**src/hdl/bpm_pkg.sv**
```systemverilog
// Shared codes, defaults and cell control type of the breakpoint match unit.
package bpm_pkg;

  localparam int SLOTS_DEF     = 32;
  localparam int ADDR_BITS_DEF = 32;

  localparam int FUNC_W   = 3;
  localparam int IN_ADDR_W = 32;
  localparam int BTYPE_W  = 3;
  localparam int STATUS_W = 2;
  localparam int USED_W   = 6;

  localparam logic [FUNC_W-1:0] OP_CHECK    = 3'd0;
  localparam logic [FUNC_W-1:0] OP_INSERT   = 3'd1;
  localparam logic [FUNC_W-1:0] OP_REMOVE   = 3'd2;
  localparam logic [FUNC_W-1:0] OP_CONTINUE = 3'd3;
  localparam logic [FUNC_W-1:0] OP_STEP     = 3'd4;

  localparam logic [STATUS_W-1:0] ST_OK          = 2'd0;
  localparam logic [STATUS_W-1:0] ST_FULL        = 2'd1;
  localparam logic [STATUS_W-1:0] ST_UNSUPPORTED = 2'd2;

  localparam logic [BTYPE_W-1:0] BT_SOFTWARE = 3'd0;

  // Per-cell load select: take the left neighbor (insert) or the right one (remove).
  typedef struct packed {
    logic shift_up;
    logic shift_down;
  } cell_ctl_t;

endpackage

```
**src/hdl/bpm_cell.sv**
```systemverilog
// One breakpoint slot: address register, neighbor load mux and comparator.
module bpm_cell #(
  parameter int ADDR_BITS = bpm_pkg::ADDR_BITS_DEF
) (
  input  logic                 clk,
  input  bpm_pkg::cell_ctl_t   ctl,
  input  logic [ADDR_BITS-1:0] from_left,
  input  logic [ADDR_BITS-1:0] from_right,
  input  logic [ADDR_BITS-1:0] key,
  output logic [ADDR_BITS-1:0] addr,
  output logic                 hit
);
  import bpm_pkg::*;

  logic [ADDR_BITS-1:0] addr_r;
  logic [ADDR_BITS-1:0] addr_nxt;

  always_comb begin
    priority if (ctl.shift_up) begin
      addr_nxt = from_left;
    end else if (ctl.shift_down) begin
      addr_nxt = from_right;
    end else begin
      addr_nxt = addr_r;
    end
  end

  always_ff @(posedge clk) begin
    addr_r <= addr_nxt;
  end

  assign addr = addr_r;
  assign hit  = (addr_r == key);

endmodule

```
**src/hdl/breakpoint_match_unit.sv**
```systemverilog
// Top level of the breakpoint match unit: cell chain, count, step flag, result stage.
// Usage
//   Input beat: drive in_func, in_address and in_break_type with start high; the
//   beat is taken at a rising edge where start is high and busy is low.
//   Result beat: out_valid is high for exactly one cycle with out_stop,
//   out_status and out_entries_used; the receiver cannot stall, so take it then.
//   Config: cfg_we with cfg_wdata sets debugger_attached; write only when idle.
// Results and rate
//   Every beat yields one result: out_valid rises at the edge after the accepting
//   edge. All beats except a software remove are taken every cycle. A software
//   remove holds busy for the next cycle; the chain shifts down past the removed
//   slot at the end of it, and the next compare has to see it.
// Structure
//   A row of SLOTS cells, each one address register and comparator. Insert
//   shifts the row up one cell with the new address entering cell 0; remove
//   shifts every cell from the lowest match upward down by one. Slots at and
//   above entry_count hold stale data and are masked out of every compare.
// Reset
//   rst_n (synchronous) clears the entry count, step flag, debugger_attached
//   and the pipeline valids. Cell contents are not reset.
module breakpoint_match_unit #(
  parameter int SLOTS     = bpm_pkg::SLOTS_DEF,
  parameter int ADDR_BITS = bpm_pkg::ADDR_BITS_DEF
) (
  input  logic                           clk,
  input  logic                           rst_n,
  input  logic                           start,
  output logic                           busy,
  input  logic [bpm_pkg::FUNC_W-1:0]     in_func,
  input  logic [bpm_pkg::IN_ADDR_W-1:0]  in_address,
  input  logic [bpm_pkg::BTYPE_W-1:0]    in_break_type,
  output logic                           out_valid,
  output logic                           out_stop,
  output logic [bpm_pkg::STATUS_W-1:0]   out_status,
  output logic [bpm_pkg::USED_W-1:0]     out_entries_used,
  input  logic                           cfg_we,
  input  logic                           cfg_wdata
);
  import bpm_pkg::*;

  localparam int CW = $clog2(SLOTS + 1);

  // control state
  logic [CW-1:0]       count_r, count_nxt;
  logic                step_r, step_nxt;
  logic                attached_r;
  logic                s1_valid_r;
  logic                out_valid_r;

  // stage 1 payload
  logic [FUNC_W-1:0]   s1_func_r;
  logic [STATUS_W-1:0] s1_status_r, s1_status_nxt;
  logic                s1_rm_r;
  logic [SLOTS-1:0]    s1_hit_r;

  // result payload
  logic                out_stop_r;
  logic [STATUS_W-1:0] out_status_r;
  logic [USED_W-1:0]   out_used_r;

  logic                 accept;
  logic                 is_sw;
  logic                 do_insert;
  logic                 any_hit;
  logic                 rm_go;
  logic [SLOTS-1:0]     below;
  logic [ADDR_BITS-1:0] key;
  logic [SLOTS-1:0]     hit;
  logic [SLOTS-1:0]     live;
  logic [ADDR_BITS-1:0] cell_addr [SLOTS];
  cell_ctl_t            cell_ctl  [SLOTS];

  // A pending software remove must shift the chain before the next compare.
  assign busy   = s1_valid_r && s1_rm_r;
  assign accept = start && !busy;

  assign key       = ADDR_BITS'(in_address);
  assign is_sw     = (in_break_type == BT_SOFTWARE);
  assign do_insert = accept && (in_func == OP_INSERT) && is_sw && (count_r < CW'(SLOTS));

  // Lowest match in stage 1: everything at and above it moves down one cell.
  assign any_hit = |s1_hit_r;
  assign rm_go   = s1_valid_r && s1_rm_r && any_hit;
  assign below   = (s1_hit_r - SLOTS'(1)) & ~s1_hit_r;

  genvar gi;
  generate
    for (gi = 0; gi < SLOTS; gi++) begin : g_cell
      logic [ADDR_BITS-1:0] left_addr;
      logic [ADDR_BITS-1:0] right_addr;

      if (gi == 0) begin : g_head
        assign left_addr = key;
      end else begin : g_body
        assign left_addr = cell_addr[gi-1];
      end

      if (gi == SLOTS - 1) begin : g_tail
        assign right_addr = cell_addr[gi];
      end else begin : g_inner
        assign right_addr = cell_addr[gi+1];
      end

      assign live[gi]                = (CW'(gi) < count_r);
      assign cell_ctl[gi].shift_up   = do_insert;
      assign cell_ctl[gi].shift_down = rm_go && !below[gi];

      bpm_cell #(
        .ADDR_BITS (ADDR_BITS)
      ) u_cell (
        .clk        (clk),
        .ctl        (cell_ctl[gi]),
        .from_left  (left_addr),
        .from_right (right_addr),
        .key        (key),
        .addr       (cell_addr[gi]),
        .hit        (hit[gi])
      );
    end
  endgenerate

  // Status of the accepted beat, known at accept time.
  always_comb begin
    s1_status_nxt = ST_OK;
    unique case (in_func)
      OP_INSERT: begin
        priority if (!is_sw) begin
          s1_status_nxt = ST_UNSUPPORTED;
        end else if (count_r >= CW'(SLOTS)) begin
          s1_status_nxt = ST_FULL;
        end else begin
          s1_status_nxt = ST_OK;
        end
      end
      OP_REMOVE: begin
        s1_status_nxt = is_sw ? ST_OK : ST_UNSUPPORTED;
      end
      default: begin
        s1_status_nxt = ST_OK;
      end
    endcase
  end

  // Insert and a completing remove never share an edge: busy blocks it.
  always_comb begin
    priority if (do_insert) begin
      count_nxt = count_r + CW'(1);
    end else if (rm_go) begin
      count_nxt = count_r - CW'(1);
    end else begin
      count_nxt = count_r;
    end
  end

  always_comb begin
    step_nxt = step_r;
    if (accept && (in_func == OP_CONTINUE)) begin
      step_nxt = 1'b0;
    end else if (accept && (in_func == OP_STEP)) begin
      step_nxt = 1'b1;
    end
  end

  always_ff @(posedge clk) begin
    if (!rst_n) begin
      count_r     <= '0;
      step_r      <= 1'b0;
      attached_r  <= 1'b0;
      s1_valid_r  <= 1'b0;
      out_valid_r <= 1'b0;
    end else begin
      count_r     <= count_nxt;
      step_r      <= step_nxt;
      s1_valid_r  <= accept;
      out_valid_r <= s1_valid_r;
      if (cfg_we) begin
        attached_r <= cfg_wdata;
      end
    end
  end

  // Stage 1: hold the masked match vector and the beat's decode.
  always_ff @(posedge clk) begin
    if (accept) begin
      s1_func_r   <= in_func;
      s1_status_r <= s1_status_nxt;
      s1_rm_r     <= (in_func == OP_REMOVE) && is_sw;
      s1_hit_r    <= hit & live;
    end
  end

  // Result stage: count is read before any later insert lands.
  always_ff @(posedge clk) begin
    if (s1_valid_r) begin
      out_stop_r   <= (s1_func_r == OP_CHECK) && attached_r && (step_r || any_hit);
      out_status_r <= s1_status_r;
      out_used_r   <= USED_W'(rm_go ? (count_r - CW'(1)) : count_r);
    end
  end

  assign out_valid        = out_valid_r;
  assign out_stop         = out_stop_r;
  assign out_status       = out_status_r;
  assign out_entries_used = out_used_r;

  // Every accepted beat yields a result: a stage 1 valid is always followed by out_valid.
  a_result_follows: assert property (@(posedge clk) disable iff (!rst_n)
    s1_valid_r |=> out_valid)
    else $error("accepted beat produced no result");

  // Table never grows past its slot count.
  a_count_bound: assert property (@(posedge clk) disable iff (!rst_n)
    count_r <= CW'(SLOTS))
    else $error("entry count exceeds slot count");

  // A full report always carries a full table.
  a_full_count: assert property (@(posedge clk) disable iff (!rst_n)
    (out_valid && (out_status == ST_FULL)) |-> (out_entries_used == USED_W'(SLOTS)))
    else $error("table full reported with free slots");

  // An accepted software remove raises busy in the next cycle, stalling the next beat.
  a_remove_busy: assert property (@(posedge clk) disable iff (!rst_n)
    (accept && (in_func == OP_REMOVE) && is_sw) |=> busy)
    else $error("remove did not hold busy");

endmodule
```
**config.mk**
```make
export PLATFORM = sky130hd
export DESIGN_NAME = breakpoint_match_unit
export DESIGN_NICKNAME = d
export VERILOG_FILES = /design/src/hdl/bpm_pkg.sv /design/src/hdl/bpm_cell.sv /design/src/hdl/breakpoint_match_unit.sv
export SDC_FILE = /design/constraint.sdc
export NUM_CORES = 2
export LEC_CHECK = 0
export BUFFER_PORTS_ARGS = -buffer_cell sky130_fd_sc_hd__buf_4
export CAP_MARGIN = 40
export CORE_MARGIN = 2
export CORE_UTILIZATION = 55
export CTS_CLUSTER_DIAMETER = 80
export DETAILED_ROUTE_END_ITERATION = 10
export GPL_ROUTABILITY_DRIVEN = 0
export PLACE_DENSITY = 0.71
export SLEW_MARGIN = 10
export SYNTH_ARGS = -nofsm -noshare
export SYNTH_HDL_FRONTEND = slang
export SYNTH_SLANG_ARGS = --single-unit
export TNS_END_PERCENT = 10
```
**constraint.sdc**
```tcl
create_clock -name clk -period 4.76 [get_ports clk]
set_input_delay 0.238 -clock clk [delete_from_list [all_inputs] [get_ports clk]]
set_output_delay 0.238 -clock clk [all_outputs]
set_load 0.05 [all_outputs]
```
### Word level (Yosys, flattened, before mapping)

Cells that the tools add are included.

| cells by class | value |
|---|---|
| order comparisons | 34 |
| add/subtract/negate cells | 3 |
| mux-type cells | 68 |
| reduce and logical (&&, ||, !) cells | 110 |
| equality and inequality tests | 36 |
| bitwise logic cells | 4 |

Operators with widths:

| kind | number |
|---|---|
| $mux W32 | 62 |
| $eq A32 B32 Y1 | 32 |
| $lt A5 B6 Y1 const A | 16 |
| $reduce_bool A2 Y1 | 31 |
| $lt A4 B6 Y1 const A | 8 |
| $logic_and A1 B1 Y1 | 42 |
| $and A32 B32 Y32 | 1 |
| $logic_not A1 Y1 | 32 |
| $reduce_or A32 Y1 | 1 |
| $and A31 B31 Y31 | 1 |
| $not A31 Y31 | 1 |
| $sub A31 B1 Y31 const B | 1 |
| $lt A3 B6 Y1 const A | 4 |
| $lt A1 B6 Y1 const A | 2 |
| $lt A2 B6 Y1 const A | 2 |
| $mux W6 | 2 |
| $add A6 B1 Y6 const B | 1 |
| $eq A3 B2 Y1 const B | 2 |
| $ge A6 B6 Y1 const B | 1 |
| $logic_not A3 Y1 | 2 |
| $lt A6 B6 Y1 const B | 1 |
| $sub A6 B1 Y6 const B | 1 |
| $mux W2 | 2 |
| $pmux W2 S2 | 1 |
| other kinds (6) | 6 |

| storage, ports and cells | value |
|---|---|
| register bits after elaboration | 1,081 |
| output and inout port bits | 11 |
| logic and storage cells | 299 |
| input bits | 43 |

### Depth between registers and ports, before layout

| depth | value |
|---|---|
| depth after elaboration | 7 |
| mapped depth | 9 |
| depth with buffers taken out | 6 |

### Modules after synthesis

Synthesis repeated with hierarchy kept, for this count alone.

| second synthesis, totals | value |
|---|---|
| cell total of the unflattened synthesis | 3,861 |
| area total of the unflattened synthesis | 57,774.2 sq um |

Modules (own cells, without submodules):

| module | seq. area each (sq um) | times used | area an instance (sq um) | cells an instance |
|---|---|---|---|---|
| bpm_cell | 960.9 | 32 | 1,712.9 | 112 |
| breakpoint_match_unit | 1,611.5 | 1 | 2,961.6 | 277 |

### Least setup slack after synthesis

No wires, ideal clock.

| path | value |
|---|---|
| kind | reg-to-reg |
| start | reg s1_valid_r |
| end | reg g_cell[8].u_cell.addr_r[0], enable pin |
| arrival | 3,660 ps |
| period minus slack after synthesis | 4,126 ps |
| slack | 634 ps |
| library setup time | 466 ps |
| buffers on the path | 1 |
| cell stages (with the launch flop) | 6 |
| cells stage by stage | dfxtp_1 -> nand2_1 -> clkinv_1 -> o31ai_1 -> clkbuf_1 -> o21ai_0 |

| on the way | value |
|---|---|
| cells in the longest elaborated chain, start to end | 7 |

Ends and longest elaborated chain:

| element | line | text |
|---|---|---|
| start: declaration | breakpoint_match_unit.sv:47 | `logic s1_valid_r;` |
| start signal: assignment | breakpoint_match_unit.sv:174 | `s1_valid_r <= accept;` |
| $logic_and A1 B1 Y1 (*) | breakpoint_match_unit.sv:74 | `assign busy = s1_valid_r && s1_rm_r;` |
| named net busy | breakpoint_match_unit.sv:28 | `output logic busy,` |
| $logic_not A1 Y1 | breakpoint_match_unit.sv:75 | `assign accept = start && !busy;` |
| $logic_and A1 B1 Y1 | breakpoint_match_unit.sv:75 |  |
| $logic_and A1 B1 Y1 (3 in a row) | breakpoint_match_unit.sv:79 | `assign do_insert = accept && (in_func == OP_INSERT) && is_sw && (count_r < CW'(SLOTS));` |
| $reduce_bool A2 Y1 (no line) (*) | -- |  |
| end signal: assignment | bpm_cell.sv:29 | `addr_r <= addr_nxt;` |
| end: declaration | bpm_cell.sv:15 | `logic [ADDR_BITS-1:0] addr_r;` |

The timed path passes the listed nets; every way through them passes the cells marked *.
A chain may end at the register's enable or synchronous reset.

### Worst setup path after layout

| path | value |
|---|---|
| start | reg s1_hit_r[20] |
| end | reg out_used_r[3], in the netlist out_entries_used[3], data pin |

| on the way | value |
|---|---|
| cells in the longest elaborated chain, start to end | 3 |

Ends and longest elaborated chain:

| element | line | text |
|---|---|---|
| start: declaration | breakpoint_match_unit.sv:54 | `logic [SLOTS-1:0] s1_hit_r;` |
| start signal: assignment | breakpoint_match_unit.sv:188 | `s1_hit_r <= hit & live;` |
| $reduce_or A32 Y1 | breakpoint_match_unit.sv:82 | `assign any_hit = \|s1_hit_r;` |
| $logic_and A1 B1 Y1 | breakpoint_match_unit.sv:83 | `assign rm_go = s1_valid_r && s1_rm_r && any_hit;` |
| $mux W6 | -- |  |
| end signal: assignment | breakpoint_match_unit.sv:197 | `out_used_r <= USED_W'(rm_go ? (count_r - CW'(1)) : count_r);` |
| end: declaration | breakpoint_match_unit.sv:59 | `logic [USED_W-1:0] out_used_r;` |

Every way passes these cells.

==> impl_table.tex <==
\begin{tabular}{lr}
\hline
Metric & Value \\
\hline
\multicolumn{2}{l}{\textbf{Worst setup path}} \\
\quad Highest net fanout along the worst path & 15 \\
\quad Category of the critical setup timing path & register to register \\
\quad CP top delay family & simple AND/OR/NAND/NOR gates \\
\quad Critical path depth & 6 \\
\quad Chain of cells forming the critical path & nor4\_1 > nand4bb\_1 > o31ai\_4 > buf\_4 > or3\_1 > xnor2\_1 \\
\quad Number of buffers and inverters on the critical path & 1 \\
\quad Kind of end point of the critical path & register \\
\quad CP startpoint kind & register \\
\quad Max stage delay on crit path & 0.85 ns \\
\quad WP data arrival & 4.37 ns \\
\quad Launch point of the worst path & s1\_hit\_r[20]\$\_DFFE\_PP\_ \\
\quad Reg2reg path depth & 6 \\
\quad Worst path required time & between 5 and 6 ns \\
\quad R2R Setup Slk & slightly above 0.8 ns \\
\quad Reg2Reg Launch Point & s1\_hit\_r[20]\$\_DFFE\_PP\_ \\
\quad Slowest stage cell, crit path & o31ai\_4 \\
\multicolumn{2}{l}{\textbf{Flow run}} \\
\quad Number of max-cap violations & 0 \\
\multicolumn{2}{l}{\textbf{Die}} \\
\quad Die area & 108000 sq um \\
\quad Placeable core area & roughly 110000 sq um \\
\quad Placement row count & roughly 120 \\
\quad Starting Density & a little under three fifths \\
\quad Die extent in y & 329 microns \\
\quad Horizontal extent of the die & about 330 microns \\
\quad I/O pin count & 54 \\
\multicolumn{2}{l}{\textbf{Clock network}} \\
\quad Max clock buf depth & 3 \\
\quad CTS HTree Levels & 3 \\
\quad Clock slew at the register clock pins of the worst setup and hold paths & approximately 0.060 ns \\
\quad Clock sink count & around 1100 \\
\quad Number of buffers added by the clock tree synthesis step & 116 \\
\quad Clk\_lat worst skew & 0.73 ns \\
\quad Clock tree from TritonCTS & done \\
\quad Setup bufs post-CTS & 0 \\
\quad Root Driver & clkbuf\_16 \\
\multicolumn{2}{l}{\textbf{Synth}} \\
\quad Number of register bits inferred by synthesis & roughly 1100 \\
\quad Synth unique cells & 52 \\
\quad Avg Cell Area, Syn & roughly 9.7 sq um \\
\quad Leading register cell type out of synthesis & edfxtp\_1 \\
\quad Seq/Total Area, Yosys & between 50\% and 60\% \\
\quad Leading post-synthesis cells by instance count & nand2\_1 (3011), edfxtp\_1 (1071), xor2\_1 (715), xnor2\_1 (315), nor4\_1 (200) \\
\quad Synth Net Count & 6046 \\
\quad Ranking of synthesized cells by area & edfxtp\_1 (55\%), nand2\_1 (19\%), xor2\_1 (11\%) \\
\quad Yosys warning total & 0 \\
\quad Synthesized instance count & 6000 \\
\quad Count leader, synth & nand2\_1 \\
\quad Leading area contributor after synthesis & edfxtp\_1 \\
\quad Post-synth EDFFs & between 1000 and 1500 \\
\quad Mapped Area & 58100 sq um \\
\quad FFs w/ async S/R, synth & 0\% \\
\quad Area share of the largest cell type after synthesis & a little under three fifths \\
\multicolumn{2}{l}{\textbf{Global routing}} \\
\quad Overall global routing resource usage & $\sim$35\% \\
\quad Initial antenna violation count & 5 \\
\quad Maximum number of pins on one net before global-route repair & 261 \\
\quad Remaining Overflow, GRT & 0 \\
\quad Global-route wire length before repair & 283 mm \\
\quad Vias in the first global route & 42648 \\
\multicolumn{2}{l}{\textbf{Placement}} \\
\quad Quantity of I/O buffers inserted on ports & 53 \\
\quad Total half-perimeter wirelength after legalization and detailed placement & between 100 and 150 mm \\
\quad Cell total after placement & between 7000 and 8000 \\
\multicolumn{2}{l}{\textbf{Timing}} \\
\quad Slew Limit Fails & 0 \\
\quad Hold slack final & approximately 0.018 ns \\
\quad Worst slew slack as a fraction of its limit & a little over a fifth \\
\quad Final number of hold-violating endpoints & 0 \\
\quad Finish-stage setup viols & 0 \\
\quad Setup repair after global routing missed its margin & no \\
\quad Max Clock Freq & 254 MHz \\
\quad Minimum period implied by the final worst setup slack & 3.94 ns \\
\quad Final worst clock skew & 0.0492 ns \\
\quad Period utilisation layout & between 80 and 90\% \\
\quad Least-Margin Pin Slew & about 1.2 ns \\
\quad Setup TNS after final layout & 0 ns \\
\multicolumn{2}{l}{\textbf{Power}} \\
\quad Net switching power figure & between 0.005 and 0.006 W \\
\quad Flop pwr share & 50.2\% \\
\quad Leakage power total & 25.2 nW \\
\quad Worst voltage drop across the vdd grid & just under 0.3 mV \\
\quad Total Power & around 0.022 W \\
\quad Power density normalized to cell area & roughly 340 nW/um\^{}2 \\
\quad Fraction of power consumed by the clock network & roughly 43\% \\
\quad Proportion of power drawn by combinational gates & under 10\% \\
\quad Switching share of power & 24.1\% \\
\quad Internal power & around 0.016 W \\
\multicolumn{2}{l}{\textbf{Drt}} \\
\quad WL final & approximately 190 mm \\
\quad Wire length per cell after detailed routing & 26.2 microns \\
\quad Detailed-routing iteration count for the pre-antenna-repair pass & 7 \\
\quad Number of nets with antenna violations after detailed routing & 0 \\
\quad DRC Markers & 0 \\
\quad Detailed-route vias per instance & approximately 6.1 \\
\quad Vias & approximately 45000 \\
\quad Iteration-0 DRC Markers & $\sim$8100 \\
\multicolumn{2}{l}{\textbf{Layout}} \\
\quad Area growth from synthesis to layout & 8.30\% \\
\quad Post-route core utilization & between 50\% and 60\% \\
\quad Final cell count without fillers & about 7400 \\
\quad Ratio of cells with drive above 1 in the final layout & a little under 6\% \\
\quad NumNets Final & 5963 \\
\multicolumn{2}{l}{\textbf{Status}} \\
\quad Outcome & finished, final reports clean \\
\multicolumn{2}{l}{\textbf{Hold path}} \\
\quad Launch point of the worst hold path & in\_break\_type[1] \\
\quad Hold Path Cell Cnt & 3 \\
\quad Class of the tightest hold or removal check & primary input to register \\
\hline
\end{tabular}
-- logic make-up (layout without fill, tap and decap cells) --
family | Yosys count | after routing | share of synthesized area, %
AOI/OAI and AO/OA | 70 | 70 | 0.762
xor gates and xnor gates | 1030 | 1030 | 15.5
adders and majority gates | 3 | 3 | 0.0646
buffers and inverters | 375 | 389 | 4.09
DFF | 1081 | 1081 | 55.7
muxes | 3 | 3 | 0.0517
other | 0 | 1 | 0
and+or+nand+nor | 3438 | 3438 | 23.8
-- power groups by stage --
stage / clock network [W] / logic, W / registers [W]
final: 0.00931 / 0.00150 / 0.0109
after global routing: 0.00967 / 0.00157 / 0.0109
after CTS: 0.00931 / 0.00145 / 0.0109
after floorplan: 0 / 0.000923 / 0.0110
after detailed placement: 0 / 0.00143 / 0.0111
after global placement: 0 / 0.00140 / 0.0111
-- path summary, 6_finish.rpt --
check	to
setup reg to reg	out_entries_used[3]$_DFFE_PP_
hold reg to reg	out_status[0]$_DFFE_PP_
hold / removal	s1_status_r[1]$_DFFE_PP_
setup / recovery	out_entries_used[3]$_DFFE_PP_
-- worst min-delay path: stages --
cell	delay, ns
buf_4	0.09
nor3_1	0.05
nor3_1	0.21
-- final cells by class --
cell class	instances	area [sq um]
inverter	9	50.0
fill	8949	42200
antenna	1	2.50
sequential	1081	32400
timing repair buffer	165	1430
clock inverter	69	761
tap	1391	1740
multi-input combinational	4544	23500
clock buffer	146	3080
-- layout by cell type, fill, tap and decap left out, types with 33 or more instances in the layout --
| cell type | count |
|---|---|
| clkbuf_16 | 119 |
| xnor2_1 | 315 |
| nand2_1 | 3011 |
| xor2_1 | 715 |
| nor4_1 | 200 |
| buf_4 | 142 |
| edfxtp_1 | 1071 |
| nand4_1 | 103 |
| nand3_1 | 33 |
| nor3_1 | 55 |
-- state kept, by name, indices dropped and copies added, names as in the netlist, 2 cells and up --
signal,count
s1_func_r,3
count_r,6
s1_hit_r,32
out_entries_used,6
out_status,2
g_cell.u_cell.addr,1024
s1_status_r,2
-- layer usage --
metal	wire length [microns]	GRT usage, %
met4	9530	15.3
met1	72300	49.9
met2	83100	51.8
met5	48	0.304
met3	28700	9.36
-- per-stage QoR --
stage | setup slack [ns] | area, sq um
2_1_floorplan | 0.634 | 58100
3_3_place_gp | 1.00 | 58900
3_5_place_dp | 0.970 | 59000
4_1_cts | 0.962 | 62900
5_1_grt | 0.815 | 63000
6_report | 0.822 | 63000
-- timing repair --
action	CTS	global route
hold endpoints to repair	12	0
gates resized for setup	0	0
hold buffers	10	0
Power figures use the tool's default switching activity.
